## src/rtl/mimu_ram.sv

```systemverilog
// Generic single-port RAM with registered read.
module mimu_ram #(
  parameter int WIDTH = 8,
  parameter int DEPTH = 64
) (
  input  logic                     clk,
  input  logic                     we,
  input  logic                     re,
  input  logic [$clog2(DEPTH)-1:0] addr,
  input  logic [WIDTH-1:0]         wdata,
  output logic [WIDTH-1:0]         rdata
);

  logic [WIDTH-1:0] mem [DEPTH];

  always_ff @(posedge clk) begin
    if (we) begin
      mem[addr] <= wdata;
    end
    if (re) begin
      rdata <= mem[addr];
    end
  end

endmodule

```

## config.mk

```make
export PLATFORM = sky130hd
export DESIGN_NAME = mimu_ram
export DESIGN_NICKNAME = d
export VERILOG_FILES = /design/src/rtl/mimu_ram.sv
export SDC_FILE = /design/constraint.sdc
export NUM_CORES = 1
export LEC_CHECK = 0
export BUFFER_PORTS_ARGS = -buffer_cell sky130_fd_sc_hd__buf_2
export CAP_MARGIN = 20
export CORE_UTILIZATION = 40
export CTS_BUF_LIST = sky130_fd_sc_hd__clkbuf_4
export DETAILED_ROUTE_END_ITERATION = 7
export PLACE_DENSITY = 0.66
export SETUP_SLACK_MARGIN = 0.1
export SLEW_MARGIN = 20
export SYNTH_ARGS = -nofsm -noshare
export SYNTH_HDL_FRONTEND = slang
export SYNTH_SLANG_ARGS = --single-unit
```

## constraint.sdc

```tcl
create_clock -name clk -period 3.1 [get_ports clk]
set_input_delay 0.155 -clock clk [delete_from_list [all_inputs] [get_ports clk]]
set_output_delay 0.155 -clock clk [all_outputs]
set_load 0.01 [all_outputs]
```

==> flow_summary.yaml, run 1 <==
status:
  status: "finished clean"
logic_synthesis:
  yosysWarnings: 0
  synth_fa_ha_area_share_pct: 0
  yosys.area_share.simple_pct: 5.692
  synth_compound_area_share_pct: 8.045
  synth_area_leader_cell: "edfxtp_1"
  synth_edf_count: 520
  synth_top_area_share_pct: 76.06
  ys_async_sr_fraction_pct: 0
  synth_area_um2: 20530
  synth.distinct_cells: 55
  netlist_top_cells_area: "edfxtp_1, mux4_2, mux2i_1"
  synth_ff_type: "edfxtp_1"
  synth_xor_area_share_pct: 0
  synth_top_family_by_area: "multiplexers"
  avgSynthCellArea_um2: 17.53
  synth_fp_nets: 1188
  muxShareOfSynthArea_pct: 8.228
  synthCells: 1171
  synth-seq-cells: 520
  ys_seq_area_share_pct: 76.06
global_routing:
  overflow: 0
  track_usage_pct: 20.42
  antenna_found_initial: 2
  grt_max_degree: 65
  grt_first_pass_wirelength_um: 77740
  grt_pass1_vias: 12200
worst_setup_path:
  required_ps: 3740
  crit_family: "multiplexers"
  cp_num_buf_inv: 0
  arrival_ps: 2930
  cp-start-kind: "flop"
  max_stage_delay_ps: 550
  end_kind: "flop"
  critPathMaxFanout: 1
  worst-setup-path-type: "reg -> reg"
  cp_cell_sequence: "mux2_1, mux4_2, o21ai_1, o2111ai_1, or4b_1"
  crit_path_top_delay_cell: "or4b_1"
clock_tree:
  cts_sinks: 520
  clk_path_buf_depth: 3
  cts-htree-levels: 3
  cts_setup_buffers: 0
  cts_root_buffer: "clkbuf_4"
  cts_resized: 0
  clk_pin_slew_worst_paths_ps: 70
  insertion_delay_ps: 900
  cts_tree: "built"
  holdBufCountCts: 9
  cts-buffers-inserted: 120
sta:
  finalHoldViolCount: 0
  period_share_pct: 73.82
  rsz0062_at_grt: "no"
  slew_violations: 0
  setup-tns-final_ps: 0
  whs_ps: 44.43
  setup_violations: 0
  fin_crit_ps: 2288
  relSlewSlack_pct: 25.87
  clock_skew_ps: 75.06
  worst_slew_pin_slew_ps: 1107
  max_freq_mhz: 437.0
drt:
  wl_per_cell_um: 24.61
  postRouteAntennaNets: 0
  drt_iter0_markers: 1463
  routed-via-count: 12130
  avgViaCountPerCell: 5.657
  drtPass1Iterations: 5
  drc: 0
  finalWirelength_um: 52770
place:
  gp_congestion: 0.9022
  io_buffers: 24
  dp.cells: 1918
  dpl.hpwl_um: 33380
floorplanning:
  initial_core_util_pct: 40.75
  io-pin-count: 25
  die_h_um: 228.6
  coreArea_um2: 50380
  fp.dieW_um: 228.6
  rows: 82
  dieArea_um2: 52240
layout:
  nFillCells: 4258
  finalNetCount: 1394
  drive_above_1_share_pct: 26.65
  instances_no_fill: 2144
  areaGrowthSynthToFinish_pct: 15.28
power:
  powerDensity_nw_per_um2: 577.8
  p_total_uw: 13670
  p_leak_uw: 0.007890
  vdd_drop_max_mv: 0.2820
min_path:
  min_path_type: "in -> reg"
run:
  cap_violations: 0
## logic make-up after synthesis
group | count (synthesis)
DFF | 520
and+or+nand+nor | 229
AOI/OAI and AO/OA | 222
muxes | 116
buffers and inverters | 84
## worst paths after layout
check             start          to  slack, ps  cells after the start
min            wdata[5]  mem[41][5]         40                      1
max reg2reg   mem[0][7]    rdata[7]        810                      5
min reg2reg  mem[34][3]    rdata[3]        760                      4
max           mem[0][7]    rdata[7]        810                      5
## layer usage
metal,GRT usage (%),vias up,share of wire [%],routed length [um]
li1,-,5274,-,-
met1,27.46,6079,41,21420
met2,31.14,661,46,24140
met3,5.539,114,10,5366
met4,8.977,0,3.5,1843
met5,0,-,0,0
## cell usage in the layout, fill, tap and decap left out, types with 21 or more instances in the layout
cell type  netlist  routed
nand2_1         45      45
o22ai_1         22      22
a221oi_1        21      21
mux2i_1         63      63
buf_4            4     132
buf_2           30      21
edfxtp_1       520     520
clkinv_1         0      39
mux4_2          41      41
nand2b_1        24      24
a22oi_1         40      40
nor2_1          82      81
clkbuf_4         0     154
a21oi_1         28      28
## layout make-up
type                            instances  area (um2)  area share, %
Inverter                                3       11.26        0.04758
Clock inverter                         62       284.0          1.200
Sequential cell                       520       15620          65.98
Tap cell                              672       840.8          3.553
Clock buffer                          154        1156          4.885
Antenna cell                            1       2.502        0.01057
Multi-Input combinational cell        567        4519          19.10
Timing Repair Buffer                  165        1237          5.229
## synth_stat cells (all sizes together) (2+ instances only)
cell type / number
edfxtp: 520
nor2: 82
mux2i: 63
buf: 45
nand2: 45
mux4: 41
a22oi: 40
clkbuf: 36
a21oi: 28
nand2b: 24
o22ai: 22
a221oi: 21
a31oi: 15
mux2: 12
nand3b: 12
a221o: 11
o21ai: 11
o22a: 11
a22o: 10
and2: 10
and3: 9
o221ai: 9
nand3: 8
nor2b: 8
a32oi: 7
o2bb2ai: 7
a211oi: 6
and4: 6
o31ai: 5
or3b: 5
a21o: 4
a211o: 3
a222oi: 3
inv: 3
nand4: 3
nor3b: 3
nor4: 3
o32ai: 3
or4: 3
and3b: 2
o311ai: 2
or2: 2
or4b: 2
## power by group
| group | switching (uW) | internal (uW) | leakage, uW |
|---|---|---|---|
| Sequential | 20.6 | 7800 | 0.00469 |
| Clock | 2670 | 2360 | 0.000850 |
| Combinational | 547 | 278 | 0.00236 |
| Total | 3240 | 10400 | 0.00789 |
## state kept, by name, indices dropped and copies added, names as in the netlist
register and cells:
mem 512, rdata 8
## through the flow
step | instance area, um2 | util, % | setup slack, ps
global placement | 22130 | 43.93 | 155.8
floorplan | 20530 | - | 846.2
global route | 23670 | 46.98 | 738.1
finish | 23670 | 46.98 | 811.7
CTS | 23660 | 46.97 | 766.3
detailed placement | 22130 | 43.93 | 15.59
No activity file was read; power rests on OpenSTA's default activity.
==> inputs of run 2 (changes only) <==
Settings changed: PLACE_DENSITY 0.66 to 0.68.
Clock period 3.1 ns to 1.9 ns, I/O delays scaled along.
==> flow_summary.yaml, run 2 (synthesis gave the netlist of run 1 again) <==
drt:
  drtPass1Iterations: 5
  postRouteAntennaNets: 0
  wl_met2_um: 25850
  routed-via-count: 12600
  wl_met1_um: 21780
  drc: 0
  avgViaCountPerCell: 5.588
  finalWirelength_um: 54530
  met3WireLength_um: 5390
  drt_iter0_markers: 1619
  wl_per_cell_um: 24.19
  routed.top_layer: "met4"
global_routing:
  grt_first_pass_wirelength_um: 80370
  antenna_found_initial: 3
  track_usage_pct: 21.29
  grt_max_degree: 65
  grt_pass1_vias: 12810
  overflow: 0
layout:
  top_regs: "mem: 512 flops, rdata: 8 flops"
  mostFrequentLayoutCells: "edfxtp_1, clkbuf_4, buf_4"
  largest_register_ffs: 512
  nFillCells: 4071
  finalNetCount: 1509
  areaGrowthSynthToFinish_pct: 26.70
  top_register: "mem"
  instances_no_fill: 2254
  postLayoutCoreUtil_pct: 51.63
  drive_above_1_share_pct: 38.18
  layout_commonest_cell: "edfxtp_1"
worst_setup_path:
  cp_cell_sequence: "mux4_2, mux2i_1, buf_4, o22a_1, o311ai_2, or4_1"
  worst-setup-path-type: "reg -> reg"
  arrival_ps: 2840
  reg2regPathDepth: 6
  cp-start-kind: "flop"
  required_ps: 2570
  crit_path_top_delay_cell: "mux4_2"
  max_stage_delay_ps: 490
  end_kind: "flop"
  critPathMaxFanout: 1
  regToRegSetupSlack_ps: -270
min_path:
  hold_depth: 6
  min_path_type: "in -> reg"
sta:
  rsz0062_at_grt: "yes"
  max_freq_mhz: 461.4
  setup-tns-final_ps: -1054
  clock_skew_ps: 33.79
  setup_violations: 5
  slew_violations: 0
  setup_slack_ps: -267.2
  worst_slew_pin_slew_ps: 815.5
  period_share_pct: 114.1
  fin_crit_ps: 2167
  finalHoldViolCount: 0
  relSlewSlack_pct: 45.63
floorplanning:
  initial_core_util_pct: 40.75
  dieArea_um2: 52240
  die_h_um: 228.6
  io-pin-count: 25
  coreArea_um2: 50380
  fp.dieW_um: 228.6
  rows: 82
clock_tree:
  clk_pin_slew_worst_paths_ps: 80
  cts_root_buffer: "clkbuf_4"
  cts_tree: "built"
  clk_path_buf_depth: 3
  cts_setup_buffers: 0
  cts_sinks: 520
  insertion_delay_ps: 950
  cts-htree-levels: 4
  cts-buffers-inserted: 133
run:
  cap_violations: 0
status:
  status: "complete, but fails checks"
  violations: "negative setup slack"
place:
  dpl.hpwl_um: 35840
  io_buffers: 24
  dp.cells: 2013
  gp_congestion: 0.9434
power:
  powerDensity_nw_per_um2: 927.5
  p_leak_uw: 0.008786
  vdd_drop_max_mv: 0.4904
[run 2: stage by stage]
stage               setup WS [ps]  total power [uW]  hold slack (ps)  area, um2
finish                     -267.2             24130            132.4      26010
global route               -376.6             24990            16.77      26010
CTS                        -274.2             24310            15.04      25920
detailed placement         -685.1             14630            482.4      24030
global placement           -636.6             14600            478.7      24030
floorplan                  -102.8             13770            193.9      21110
[run 2: per-layer routing]
metal | track usage [%] | up-vias
met5 | 0 | -
met4 | 8.536 | 0
met2 | 32.84 | 642
met3 | 6.063 | 99
li1 | - | 5500
met1 | 28.41 | 6354
[run 2: path summary, 6_finish.rpt]
kind | endpoint | start
setup / recovery | rdata[1] | mem[7][1]
hold / removal | rdata[4] | addr[0]
setup reg to reg | rdata[1] | mem[7][1]
hold reg to reg | rdata[7] | mem[34][7]
[run 2: power by group]
group	internal (uW)	switching, uW
Clock	5280	4390
Combinational	689	1020
Sequential	12700	29.3
Total	18700	5440
[run 2: what timing repair did]
action                                  4_1_cts  5_1_grt
resized for setup                            11       14
pin swaps                                     7        9
hold buffers                                 16        0
endpoints found under the setup margin        6        8
hold endpoints to repair                    968        0
[run 2: critical path: cells and delay by family (launching register included)]
family	cells	cell delay, ps
multiplexers	2	650
AND/OR/NAND/NOR	1	430
AO/OA/AOI/OAI	2	280
flip-flops	1	370
buffers and inverters	1	150
[run 2: area by class of cell]
class | instances | area (um2) | share of cell area [%]
inverter | 3 | 11.26 | 0.04329
clock buffer | 185 | 1389 | 5.339
clock inverter | 32 | 291.5 | 1.121
antenna | 8 | 20.02 | 0.07696
timing repair buffer | 267 | 2696 | 10.37
sequential | 520 | 15620 | 60.03
tap | 672 | 840.8 | 3.232
multi-input combinational | 567 | 5147 | 19.79
